**src/rtl/core/msr_pkg.sv**
```systemverilog
// ----------------------------------------------------------------------------
// msr_pkg
// Shared constants, codes and command/status types of the modular square root
// ----------------------------------------------------------------------------
package msr_pkg;

    localparam int MOD_BITS     = 31;
    localparam int SEARCH_LIMIT = 4096;
    localparam int T_BITS       = $clog2(SEARCH_LIMIT) + 1;
    localparam int CNT_BITS     = $clog2(MOD_BITS);
    localparam int DATA_BITS    = ((MOD_BITS + 7) / 8) * 8;

    typedef enum logic [3:0] {
        ST_IDLE,
        ST_RED,
        ST_DECIDE,
        ST_EXP,
        ST_MUL,
        ST_WB,
        ST_LEG,
        ST_TT,
        ST_SRCH,
        ST_OUT
    } state_t;

    typedef enum logic [1:0] {
        PH_LEG,
        PH_SRCH,
        PH_ROOT
    } phase_t;

    typedef enum logic [2:0] {
        MS_RED,
        MS_K0,
        MS_K1,
        MS_K2,
        MS_K3,
        MS_K4,
        MS_TT
    } mm_sel_t;

    typedef enum logic [1:0] {
        OUT_ZERO,
        OUT_NR,
        OUT_A,
        OUT_ROOT
    } out_kind_t;

    typedef struct packed {
        logic      load_in;
        logic      mm_start;
        mm_sel_t   mm_sel;
        logic      tgt_b;
        logic      init_leg;
        logic      init_srch;
        logic      init_root;
        logic      wb;
        logic      ext;
        logic      shift_e;
        logic      clr_t;
        logic      inc_t;
        logic      out_load;
        out_kind_t out_kind;
    } msr_cmd_t;

    typedef struct packed {
        logic mm_done;
        logic p_zero;
        logic p_one;
        logic p_two;
        logic a_zero;
        logic e_zero;
        logic e_lsb;
        logic leg_ok;
        logic srch_ok;
        logic t_last;
    } msr_stat_t;

    function automatic logic [MOD_BITS-1:0] addmod(
        input logic [MOD_BITS-1:0] x,
        input logic [MOD_BITS-1:0] y,
        input logic [MOD_BITS-1:0] m
    );
        logic [MOD_BITS:0] s;
        s = {1'b0, x} + {1'b0, y};
        if (s >= {1'b0, m}) begin
            s = s - {1'b0, m};
        end
        return s[MOD_BITS-1:0];
    endfunction

endpackage

```
**src/rtl/core/modular_square_root_unit.sv**
```systemverilog
// ----------------------------------------------------------------------------
// modular_square_root_unit
// Smaller modular square root of a value under a configured prime modulus
// ----------------------------------------------------------------------------
// One value at a time. Every modular product goes through one bit-serial
// multiplier, and that unit sets the latency: the reduction takes one
// product, the Euler test about 2*31 products, every candidate of the
// non-residue search one product plus about 62, and the final power in the
// extension field about 31*10 products. A zero value, modulus 0, 1 or 2
// finish right after the reduction. A finished result waits in the output
// register while the next value is taken in.
module modular_square_root_unit (
    input  logic                           aclk,
    input  logic                           aresetn,
    input  logic                           s_tvalid,
    output logic                           s_tready,
    input  logic [msr_pkg::DATA_BITS-1:0]  s_tdata,   // value
    output logic                           m_tvalid,
    input  logic                           m_tready,
    output logic [msr_pkg::DATA_BITS-1:0]  m_tdata,   // root
    output logic                           m_tuser,   // status
    input  logic                           cfg_valid,
    output logic                           cfg_ready,
    input  logic [msr_pkg::MOD_BITS-1:0]   cfg_data
);
    import msr_pkg::*;

    msr_cmd_t            cmd;
    msr_stat_t           stat;
    logic [MOD_BITS-1:0] root;

    assign cfg_ready = 1'b1;

    msr_ctrl u_ctrl (
        .aclk     (aclk),
        .aresetn  (aresetn),
        .s_tvalid (s_tvalid),
        .s_tready (s_tready),
        .m_tvalid (m_tvalid),
        .m_tready (m_tready),
        .cmd      (cmd),
        .stat     (stat)
    );

    msr_datapath u_datapath (
        .aclk     (aclk),
        .aresetn  (aresetn),
        .cmd      (cmd),
        .stat     (stat),
        .cfg_we   (cfg_valid),
        .cfg_data (cfg_data),
        .value    (s_tdata[MOD_BITS-1:0]),
        .root     (root),
        .status   (m_tuser)
    );

    assign m_tdata = DATA_BITS'(root);

endmodule

```
**src/rtl/core/msr_mulmod.sv**
```systemverilog
// ----------------------------------------------------------------------------
// msr_mulmod
// Bit-serial modular multiplier, one multiplier bit per cycle, x must be < m
// ----------------------------------------------------------------------------
module msr_mulmod (
    input  logic                         aclk,
    input  logic                         aresetn,
    input  logic                         start,
    input  logic [msr_pkg::MOD_BITS-1:0] x,
    input  logic [msr_pkg::MOD_BITS-1:0] y,
    input  logic [msr_pkg::MOD_BITS-1:0] m,
    output logic                         done,
    output logic [msr_pkg::MOD_BITS-1:0] result
);
    import msr_pkg::*;

    logic                busy_reg;
    logic                done_reg;
    logic [CNT_BITS-1:0] cnt_reg;
    logic [MOD_BITS-1:0] x_reg;
    logic [MOD_BITS-1:0] y_reg;
    logic [MOD_BITS-1:0] r_reg;
    logic [MOD_BITS+1:0] sum;
    logic [MOD_BITS+1:0] two_m;
    logic [MOD_BITS-1:0] r_next;

    always_comb begin
        two_m = {1'b0, m, 1'b0};
        sum   = {1'b0, r_reg, 1'b0} + (y_reg[MOD_BITS-1] ? {2'b00, x_reg} : '0);
        if (sum >= two_m) begin
            sum = sum - two_m;
        end else if (sum >= {2'b00, m}) begin
            sum = sum - {2'b00, m};
        end
        r_next = sum[MOD_BITS-1:0];
    end

    always_ff @(posedge aclk) begin
        if (!aresetn) begin
            busy_reg <= 1'b0;
            done_reg <= 1'b0;
            cnt_reg  <= '0;
        end else begin
            done_reg <= 1'b0;
            if (start && !busy_reg) begin
                busy_reg <= 1'b1;
                cnt_reg  <= CNT_BITS'(MOD_BITS - 1);
            end else if (busy_reg) begin
                cnt_reg <= cnt_reg - 1'b1;
                if (cnt_reg == '0) begin
                    busy_reg <= 1'b0;
                    done_reg <= 1'b1;
                end
            end
        end
    end

    always_ff @(posedge aclk) begin
        if (start && !busy_reg) begin
            x_reg <= x;
            y_reg <= y;
            r_reg <= '0;
        end else if (busy_reg) begin
            y_reg <= {y_reg[MOD_BITS-2:0], 1'b0};
            r_reg <= r_next;
        end
    end

    assign done   = done_reg;
    assign result = r_reg;

endmodule

```
**src/rtl/core/msr_datapath.sv**
```systemverilog
// ----------------------------------------------------------------------------
// msr_datapath
// Modulus register, operand registers, extension field arithmetic and result
// ----------------------------------------------------------------------------
module msr_datapath (
    input  logic                          aclk,
    input  logic                          aresetn,
    input  msr_pkg::msr_cmd_t             cmd,
    output msr_pkg::msr_stat_t            stat,
    input  logic                          cfg_we,
    input  logic [msr_pkg::MOD_BITS-1:0]  cfg_data,
    input  logic [msr_pkg::MOD_BITS-1:0]  value,
    output logic [msr_pkg::MOD_BITS-1:0]  root,
    output logic                          status
);
    import msr_pkg::*;

    logic [MOD_BITS-1:0] p_reg;
    logic [MOD_BITS-1:0] a_raw_reg;
    logic [MOD_BITS-1:0] a_reg;
    logic [MOD_BITS-1:0] w_reg;
    logic [T_BITS-1:0]   t_reg;
    logic [MOD_BITS-1:0] br_reg, bi_reg, rr_reg, ri_reg;
    logic [MOD_BITS-1:0] e_reg;
    logic [MOD_BITS-1:0] t1_reg, t2_reg, t3_reg, t4_reg;
    logic [MOD_BITS-1:0] root_reg;
    logic                status_reg;

    logic [MOD_BITS-1:0] xr, xi;
    logic [MOD_BITS-1:0] mm_x, mm_y, mm_res;
    logic                mm_done;
    logic [MOD_BITS-1:0] re_new, im_new;
    logic [MOD_BITS-1:0] w_new;
    logic [MOD_BITS-1:0] t_ext;
    logic [MOD_BITS:0]   t_inc;
    logic [MOD_BITS-1:0] neg_rr;
    logic [MOD_BITS:0]   e_root;

    assign xr     = cmd.tgt_b ? br_reg : rr_reg;
    assign xi     = cmd.tgt_b ? bi_reg : ri_reg;
    assign t_ext  = MOD_BITS'(t_reg);
    assign t_inc  = (MOD_BITS+1)'(t_reg) + 1'b1;
    assign neg_rr = p_reg - rr_reg;
    assign e_root = ({1'b0, p_reg} + 1'b1) >> 1;
    assign w_new  = (mm_res >= a_reg) ? mm_res - a_reg : mm_res + (p_reg - a_reg);

    always_comb begin
        unique case (cmd.mm_sel)
            MS_RED: begin mm_x = MOD_BITS'(1); mm_y = a_raw_reg; end
            MS_K0:  begin mm_x = xr;           mm_y = br_reg;    end
            MS_K1:  begin mm_x = xi;           mm_y = bi_reg;    end
            MS_K2:  begin mm_x = t2_reg;       mm_y = w_reg;     end
            MS_K3:  begin mm_x = xr;           mm_y = bi_reg;    end
            MS_K4:  begin mm_x = xi;           mm_y = br_reg;    end
            MS_TT:  begin mm_x = t_ext;        mm_y = t_ext;     end
            default: begin mm_x = '0;          mm_y = '0;        end
        endcase
    end

    msr_mulmod u_mulmod (
        .aclk    (aclk),
        .aresetn (aresetn),
        .start   (cmd.mm_start),
        .x       (mm_x),
        .y       (mm_y),
        .m       (p_reg),
        .done    (mm_done),
        .result  (mm_res)
    );

    assign re_new = cmd.ext ? addmod(t1_reg, t2_reg, p_reg) : t1_reg;
    assign im_new = addmod(t3_reg, t4_reg, p_reg);

    always_ff @(posedge aclk) begin
        if (!aresetn) begin
            p_reg <= MOD_BITS'(2147483647);
        end else if (cfg_we) begin
            p_reg <= cfg_data;
        end
    end

    always_ff @(posedge aclk) begin
        if (cmd.load_in) begin
            a_raw_reg <= value;
        end
        if (mm_done) begin
            unique case (cmd.mm_sel)
                MS_RED: a_reg  <= mm_res;
                MS_K0:  t1_reg <= mm_res;
                MS_K1:  t2_reg <= mm_res;
                MS_K2:  t2_reg <= mm_res;
                MS_K3:  t3_reg <= mm_res;
                MS_K4:  t4_reg <= mm_res;
                MS_TT:  w_reg  <= w_new;
                default: ;
            endcase
        end
        if (cmd.clr_t) begin
            t_reg <= '0;
        end else if (cmd.inc_t) begin
            t_reg <= t_reg + 1'b1;
        end
        if (cmd.init_leg || cmd.init_srch || cmd.init_root) begin
            rr_reg <= MOD_BITS'(1);
            ri_reg <= '0;
        end
        if (cmd.init_leg) begin
            br_reg <= a_reg;
            bi_reg <= '0;
            e_reg  <= (p_reg - 1'b1) >> 1;
        end else if (cmd.init_srch) begin
            br_reg <= w_new;
            bi_reg <= '0;
            e_reg  <= (p_reg - 1'b1) >> 1;
        end else if (cmd.init_root) begin
            br_reg <= t_ext;
            bi_reg <= MOD_BITS'(1);
            e_reg  <= e_root[MOD_BITS-1:0];
        end else if (cmd.shift_e) begin
            e_reg <= e_reg >> 1;
        end
        if (cmd.wb) begin
            if (cmd.tgt_b) begin
                br_reg <= re_new;
                if (cmd.ext) begin
                    bi_reg <= im_new;
                end
            end else begin
                rr_reg <= re_new;
                if (cmd.ext) begin
                    ri_reg <= im_new;
                end
            end
        end
        if (cmd.out_load) begin
            unique case (cmd.out_kind)
                OUT_ZERO: begin root_reg <= '0;    status_reg <= 1'b0; end
                OUT_NR:   begin root_reg <= '0;    status_reg <= 1'b1; end
                OUT_A:    begin root_reg <= a_reg; status_reg <= 1'b0; end
                OUT_ROOT: begin
                    root_reg   <= (rr_reg <= neg_rr) ? rr_reg : neg_rr;
                    status_reg <= 1'b0;
                end
                default:  begin root_reg <= '0;    status_reg <= 1'b1; end
            endcase
        end
    end

    always_comb begin
        stat.mm_done = mm_done;
        stat.p_zero  = (p_reg == '0);
        stat.p_one   = (p_reg == MOD_BITS'(1));
        stat.p_two   = (p_reg == MOD_BITS'(2));
        stat.a_zero  = (a_reg == '0);
        stat.e_zero  = (e_reg == '0);
        stat.e_lsb   = e_reg[0];
        stat.leg_ok  = (rr_reg == MOD_BITS'(1));
        stat.srch_ok = (rr_reg == p_reg - 1'b1);
        stat.t_last  = (t_inc == (MOD_BITS+1)'(SEARCH_LIMIT)) || (t_inc >= {1'b0, p_reg});
    end

    assign root   = root_reg;
    assign status = status_reg;

endmodule

```
**src/rtl/core/msr_ctrl.sv**
```systemverilog
// ----------------------------------------------------------------------------
// msr_ctrl
// Sequencer: reduction, Euler test, non-residue search, extension power
// ----------------------------------------------------------------------------
module msr_ctrl (
    input  logic               aclk,
    input  logic               aresetn,
    input  logic               s_tvalid,
    output logic               s_tready,
    output logic               m_tvalid,
    input  logic               m_tready,
    output msr_pkg::msr_cmd_t  cmd,
    input  msr_pkg::msr_stat_t stat
);
    import msr_pkg::*;

    state_t    state_reg, state_next;
    phase_t    phase_reg, phase_next;
    out_kind_t kind_reg, kind_next;
    logic [2:0] k_reg, k_next;
    logic      tgt_b_reg, tgt_b_next;
    logic      issued_reg, issued_next;
    logic      m_valid_reg, m_valid_next;
    logic      ext;
    logic      out_free;

    assign ext      = (phase_reg == PH_ROOT);
    assign out_free = !m_valid_reg || m_tready;
    assign s_tready = (state_reg == ST_IDLE);
    assign m_tvalid = m_valid_reg;

    always_ff @(posedge aclk) begin
        if (!aresetn) begin
            state_reg   <= ST_IDLE;
            phase_reg   <= PH_LEG;
            kind_reg    <= OUT_ZERO;
            k_reg       <= '0;
            tgt_b_reg   <= 1'b0;
            issued_reg  <= 1'b0;
            m_valid_reg <= 1'b0;
        end else begin
            state_reg   <= state_next;
            phase_reg   <= phase_next;
            kind_reg    <= kind_next;
            k_reg       <= k_next;
            tgt_b_reg   <= tgt_b_next;
            issued_reg  <= issued_next;
            m_valid_reg <= m_valid_next;
        end
    end

    // next state
    always_comb begin
        state_next  = state_reg;
        phase_next  = phase_reg;
        kind_next   = kind_reg;
        k_next      = k_reg;
        tgt_b_next  = tgt_b_reg;
        issued_next = issued_reg;
        if (stat.mm_done) begin
            issued_next = 1'b0;
        end else if (state_reg == ST_RED || state_reg == ST_MUL || state_reg == ST_TT) begin
            issued_next = 1'b1;
        end
        unique case (state_reg)
            ST_IDLE: begin
                if (s_tvalid) begin
                    state_next = ST_RED;
                end
            end
            ST_RED: begin
                if (stat.mm_done) begin
                    state_next = ST_DECIDE;
                end
            end
            ST_DECIDE: begin
                priority if (stat.p_zero) begin
                    kind_next  = OUT_NR;
                    state_next = ST_OUT;
                end else if (stat.p_one || stat.a_zero) begin
                    kind_next  = OUT_ZERO;
                    state_next = ST_OUT;
                end else if (stat.p_two) begin
                    kind_next  = OUT_A;
                    state_next = ST_OUT;
                end else begin
                    phase_next = PH_LEG;
                    state_next = ST_EXP;
                end
            end
            ST_EXP: begin
                k_next = '0;
                if (stat.e_zero) begin
                    unique case (phase_reg)
                        PH_LEG:  state_next = ST_LEG;
                        PH_SRCH: state_next = ST_SRCH;
                        default: begin
                            kind_next  = OUT_ROOT;
                            state_next = ST_OUT;
                        end
                    endcase
                end else begin
                    tgt_b_next = !stat.e_lsb;
                    state_next = ST_MUL;
                end
            end
            ST_MUL: begin
                if (stat.mm_done) begin
                    if (!ext || k_reg == 3'd4) begin
                        state_next = ST_WB;
                    end else begin
                        k_next = k_reg + 1'b1;
                    end
                end
            end
            ST_WB: begin
                k_next = '0;
                if (!tgt_b_reg) begin
                    tgt_b_next = 1'b1;
                    state_next = ST_MUL;
                end else begin
                    state_next = ST_EXP;
                end
            end
            ST_LEG: begin
                if (stat.leg_ok) begin
                    state_next = ST_TT;
                end else begin
                    kind_next  = OUT_NR;
                    state_next = ST_OUT;
                end
            end
            ST_TT: begin
                if (stat.mm_done) begin
                    phase_next = PH_SRCH;
                    state_next = ST_EXP;
                end
            end
            ST_SRCH: begin
                priority if (stat.srch_ok) begin
                    phase_next = PH_ROOT;
                    state_next = ST_EXP;
                end else if (stat.t_last) begin
                    kind_next  = OUT_NR;
                    state_next = ST_OUT;
                end else begin
                    state_next = ST_TT;
                end
            end
            ST_OUT: begin
                if (out_free) begin
                    state_next = ST_IDLE;
                end
            end
            default: state_next = ST_IDLE;
        endcase
    end

    // outputs
    always_comb begin
        cmd          = '0;
        cmd.mm_sel   = MS_RED;
        cmd.out_kind = kind_reg;
        cmd.tgt_b    = tgt_b_reg;
        cmd.ext      = ext;
        m_valid_next = m_valid_reg && !m_tready;
        unique case (state_reg)
            ST_IDLE: begin
                cmd.load_in = s_tvalid;
            end
            ST_RED: begin
                cmd.mm_start = !issued_reg;
            end
            ST_DECIDE: begin
                cmd.init_leg = !(stat.p_zero || stat.p_one || stat.a_zero || stat.p_two);
            end
            ST_MUL: begin
                cmd.mm_start = !issued_reg;
                unique case (k_reg)
                    3'd0:    cmd.mm_sel = MS_K0;
                    3'd1:    cmd.mm_sel = MS_K1;
                    3'd2:    cmd.mm_sel = MS_K2;
                    3'd3:    cmd.mm_sel = MS_K3;
                    default: cmd.mm_sel = MS_K4;
                endcase
            end
            ST_WB: begin
                cmd.wb      = 1'b1;
                cmd.shift_e = tgt_b_reg;
            end
            ST_LEG: begin
                cmd.clr_t = stat.leg_ok;
            end
            ST_TT: begin
                cmd.mm_start  = !issued_reg;
                cmd.mm_sel    = MS_TT;
                cmd.init_srch = stat.mm_done;
            end
            ST_SRCH: begin
                cmd.init_root = stat.srch_ok;
                cmd.inc_t     = !stat.srch_ok && !stat.t_last;
            end
            ST_OUT: begin
                if (out_free) begin
                    cmd.out_load = 1'b1;
                    m_valid_next = 1'b1;
                end
            end
            default: ;
        endcase
    end

endmodule
```
**config.mk**
```make
export PLATFORM = sky130hd
export DESIGN_NAME = modular_square_root_unit
export DESIGN_NICKNAME = d
export VERILOG_FILES = /design/src/rtl/core/msr_pkg.sv /design/src/rtl/core/modular_square_root_unit.sv /design/src/rtl/core/msr_mulmod.sv /design/src/rtl/core/msr_datapath.sv /design/src/rtl/core/msr_ctrl.sv
export SDC_FILE = /design/constraint.sdc
export NUM_CORES = 2
export LEC_CHECK = 0
export ABC_AREA = 1
export BUFFER_PORTS_ARGS = -buffer_cell sky130_fd_sc_hd__buf_2
export CAP_MARGIN = 20
export CORE_MARGIN = 5
export CORE_UTILIZATION = 30
export CTS_BUF_LIST = sky130_fd_sc_hd__clkbuf_2
export DETAILED_ROUTE_END_ITERATION = 10
export PLACE_DENSITY = 0.55
export REMOVE_ABC_BUFFERS = 1
export SYNTH_ARGS = -nofsm -noshare
export SYNTH_HDL_FRONTEND = slang
export SYNTH_HIERARCHICAL = 1
export SYNTH_SLANG_ARGS = --single-unit
export TNS_END_PERCENT = 100
```
**constraint.sdc**
```tcl
create_clock -name aclk -period 6 [get_ports aclk]
set_clock_uncertainty 0.05 [all_clocks]
set_input_delay 1.8 -clock aclk [delete_from_list [all_inputs] [get_ports aclk]]
set_output_delay 1.8 -clock aclk [all_outputs]
set_load 0.01 [all_outputs]
```
==> flow_summary_export.csv <==
group,metric,value,unit
status,run_status,"complete, but fails checks",
status,violations,"DRC",
power,clkPwrFrac,0.151,
power,switching_share,0.5282,
clocking,clk_pin_slew,0.13,ns
sta,setup_viol_count_final,0,
floorplanning,start_util,0.3021,
power,p_sw,0.01102,W
critical_path,r2r_end,"u_datapath/root[30]$_DFFE_PP_",
routing,drc,1,
clocking,post_cts.repair.setup_buffers,0,
synthesis,yosysWarnings,6,
layout,fin_nets,8200,
clocking,cts-root-buf,"clkbuf_2",
power,combPwrFrac,0.585,
floorplanning,die-height,417.8,µm
sta,rsz0062_at_grt,"false",
sta,fin_ws,0.2310,ns
floorplanning,coreArea,0.1652,mm²
power,p_per_area,378.4,mW/mm²
synthesis,synth_seq_cells,562,
global_routing,grt_max_degree,75,
sta,tightest_slew,1.207,ns
layout,drive_above_1_share,0.09048,
critical_path,regToRegSetupSlack,0.23,ns
global_routing,grt_pass1_wl,342700,µm
power,internal_power,0.009839,W
worst_hold_path,hp-class,"in -> reg",
global_routing,grt_overflow_total,0,
routing,postRouteWirelength,245600,µm
power,finalPower,0.02085,W
critical_path,r2r_start,"u_datapath/rr_reg[22]$_DFF_P_",
floorplanning,ios,104,
floorplanning,num_rows,149,
clocking,insertion_delay,1.70,ns
routing,routed-via-count,52580,
critical_path,required,7.27,ns
floorplanning,die-area,0.1746,mm²
run,max_cap_violations,0,
clocking,cts_tree,"built",
synthesis,synth_cell_types,69,
clocking,cts.repair.resized,0,
synthesis,syn_area,0.04989,mm²
power,max-vdd-ir-drop,267.4,µV
critical_path,reg2regPathDepth,22,
power,pwr-share-seq,0.264,
synthesis,synth_enable_flop_cells,341,
critical_path,critPathKind,"reg -> reg",
synthesis,synth.avg_cell_area,6.675,µm²
placement,io_buffers,100,
synthesis,ys_async_sr_fraction,0,
global_routing,grt_pass1_vias,48390,
placement,detailedPlace.worstSlack,0.6923,ns
clocking,htree_num_levels,4,
critical_path,crit_arrival,7.04,ns
global_routing,use_met2,0.4195,
routing,drtAntennaViolNets,0,
synthesis,seq_area_frac_synth,0.2939,
routing,drt-pass1-iter-count,10,
global_routing,gr-usage-all-layers,0.2714,
global_routing,met3_usage,0.05673,
sta,slew_violations,0,
routing,routed_via_density,5.222,
sta,max_freq,173.3,MHz
critical_path,critPathMaxFanout,17,
critical_path,cp-end-kind,"flop",
clocking,cts.sinks,562,
critical_path,timing.critical_path.from,"u_datapath/rr_reg[22]$_DFF_P_",
sta,hold_viol,0,
routing,drtIter0Drc,5566,
global_routing,gr-usage-met1,0.3642,
routing,wl_per_cell,24.39,µm
placement,hpwl,200400,µm
global_routing,antenna_found_initial,21,
critical_path,crit_end,"u_datapath/root[30]$_DFFE_PP_",
sta,slew-limit-headroom,0.1951,
critical_path,cp-start-kind,"flop",
global_routing,grt_busiest_layer,"met2",
synthesis,synthCells,7475,
synthesis,ys.flop_type,"edfxtp_1",
placement,place.gp.congestion,1.001,
floorplanning,die_w,417.8,µm
sta,min_period,5.769,ns
clocking,cts_inserted_buffers,167,
power,leakagePower,27.19,nW
layout,syn2layout_area_growth,10.45,%
sta,finalCritPeriodShare,0.9615,
clocking,cts_hold_buf,0,
clocking,cts_buffer_depth,3,
==> critical path, cell delays in order (launching register included) <==
cell     delay [ns]
dfxtp_1        0.48
inv_1          0.24
ha_1           0.42
nand2_1        0.11
nor2_1         0.11
inv_1          0.10
nor4_1         0.51
buf_4          0.23
nand3_1        0.08
nand2_1        0.24
xnor2_1        0.18
ha_1           0.31
nand2_1        0.06
nor2_1         0.23
nand4_1        0.23
nor4_1         0.51
nand2_1        0.19
nand2_1        0.11
nand2_1        0.26
buf_4          0.32
nand2_1        0.08
nand3_1        0.07
o21ai_0        0.26
==> power groups by stage <==
stage          logic [W]  registers [W]  clock network, W
6_report          0.0122        0.00550           0.00316
3_5_place_dp      0.0120        0.00558                 0
3_3_place_gp      0.0119        0.00557                 0
5_1_grt           0.0132        0.00555           0.00347
4_1_cts           0.0120        0.00549           0.00327
2_1_floorplan    0.00746        0.00548                 0
==> worst min-delay path by stage <==
stage                                        startpoint                                 end  slack (ns)  depth (start not counted)
finish                                      s_tdata[22]  u_datapath/a_raw_reg[22]$_DFFE_PP_        0.22                          1
global route                                s_tdata[29]  u_datapath/a_raw_reg[29]$_DFFE_PP_        0.07                          1
CTS                                         s_tdata[22]  u_datapath/a_raw_reg[22]$_DFFE_PP_        0.02                          1
detailed placement        u_datapath/ri_reg[25]$_DFF_P_       u_datapath/ri_reg[25]$_DFF_P_        0.39                          2
global placement          u_datapath/ri_reg[17]$_DFF_P_       u_datapath/ri_reg[17]$_DFF_P_        0.39                          2
floorplan           u_datapath/u_mulmod/done$_SDFF_PP0_      u_ctrl/issued_reg$_SDFFE_PP0N_        0.36                          1
==> synthesized netlist by cell type (all sizes together), types with 4 or more instances <==
| library cell | count | area, µm² |
|---|---|---|
| o211ai | 55 | 412.9 |
| clkinv | 10 | 37.54 |
| nand3 | 570 | 2945 |
| o21a | 18 | 135.1 |
| a22oi | 22 | 165.2 |
| nor2 | 599 | 2404 |
| a21o | 20 | 150.1 |
| nand3b | 46 | 345.3 |
| a211oi | 4 | 30.03 |
| xor2 | 172 | 1506 |
| nor3 | 74 | 396.6 |
| or2 | 15 | 93.84 |
| inv | 1029 | 3862 |
| nor4 | 41 | 277.8 |
| and3 | 4 | 25.02 |
| buf | 70 | 528.0 |
| fa | 39 | 780.8 |
| o22ai | 13 | 87.58 |
| o221ai | 15 | 131.4 |
| edfxtp | 341 | 10240 |
| a31oi | 18 | 112.6 |
| o21bai | 40 | 300.3 |
| a21oi | 413 | 2093 |
| and2 | 20 | 128.9 |
| o2111ai | 17 | 148.9 |
| nand2 | 2579 | 9826 |
| a21boi | 12 | 105.1 |
| a221oi | 5 | 43.79 |
| o21ai | 316 | 1623 |
| nand4 | 98 | 613.1 |
| dfxtp | 221 | 4424 |
| xnor2 | 88 | 770.7 |
| clkbuf | 108 | 405.4 |
| ha | 365 | 4567 |
==> per-layer routing <==
layer  up-vias  share of wire
li1      24960              -
met1     24740           0.43
met2      2400           0.43
met3       479          0.086
met4         6          0.052
met5         -        0.00014
==> metrics by stage <==
stage	hold slack [ns]	cells	TNS, ns	utilization	instance area [µm²]
floorplan	0.3624	7297	-2.795	-	48960
global placement	0.3878	9746	0	0.3239	53510
detailed placement	0.3905	9748	0	0.3241	53530
CTS	0.01651	10060	0	0.3335	55080
global route	0.07085	10070	0	0.3336	55100
finish	0.2220	10070	0	0.3336	55110
==> cell usage in the layout, fill, tap and decap left out, drive strengths merged, types with 62 or more instances in the layout <==
cell / instances
nand3: 570
nand4: 98
xor2: 172
a21oi: 413
clkinv: 62
o21ai: 316
nor3: 74
xnor2: 88
nand2: 2579
ha: 365
clkbuf: 244
edfxtp: 341
nor2: 599
buf: 262
dfxtp: 221
inv: 1036
==> cell type report <==
| class | count | area (µm²) |
|---|---|---|
| Antenna cell | 10 | 25.02 |
| Clock buffer | 244 | 1221 |
| Clock inverter | 66 | 335.3 |
| Fill cell | 18520 | 110100 |
| Inverter | 1039 | 3900 |
| Multi-Input combinational cell | 5696 | 30490 |
| Sequential cell | 562 | 14670 |
| Tap cell | 2189 | 2739 |
| Timing Repair Buffer | 262 | 1733 |
==> cell families after synthesis <==
| group | share of synthesized area |
|---|---|
| adders and majority gates | 0.1072 |
| other | 0.0001505 |
| buffers and inverters | 0.09687 |
| xor gates and xnor gates | 0.04699 |
| AOI/OAI and AO/OA | 0.1120 |
| and+or+nand+nor | 0.3429 |
| DFF | 0.2939 |
Note: power is estimated with default switching activity, not from simulation.
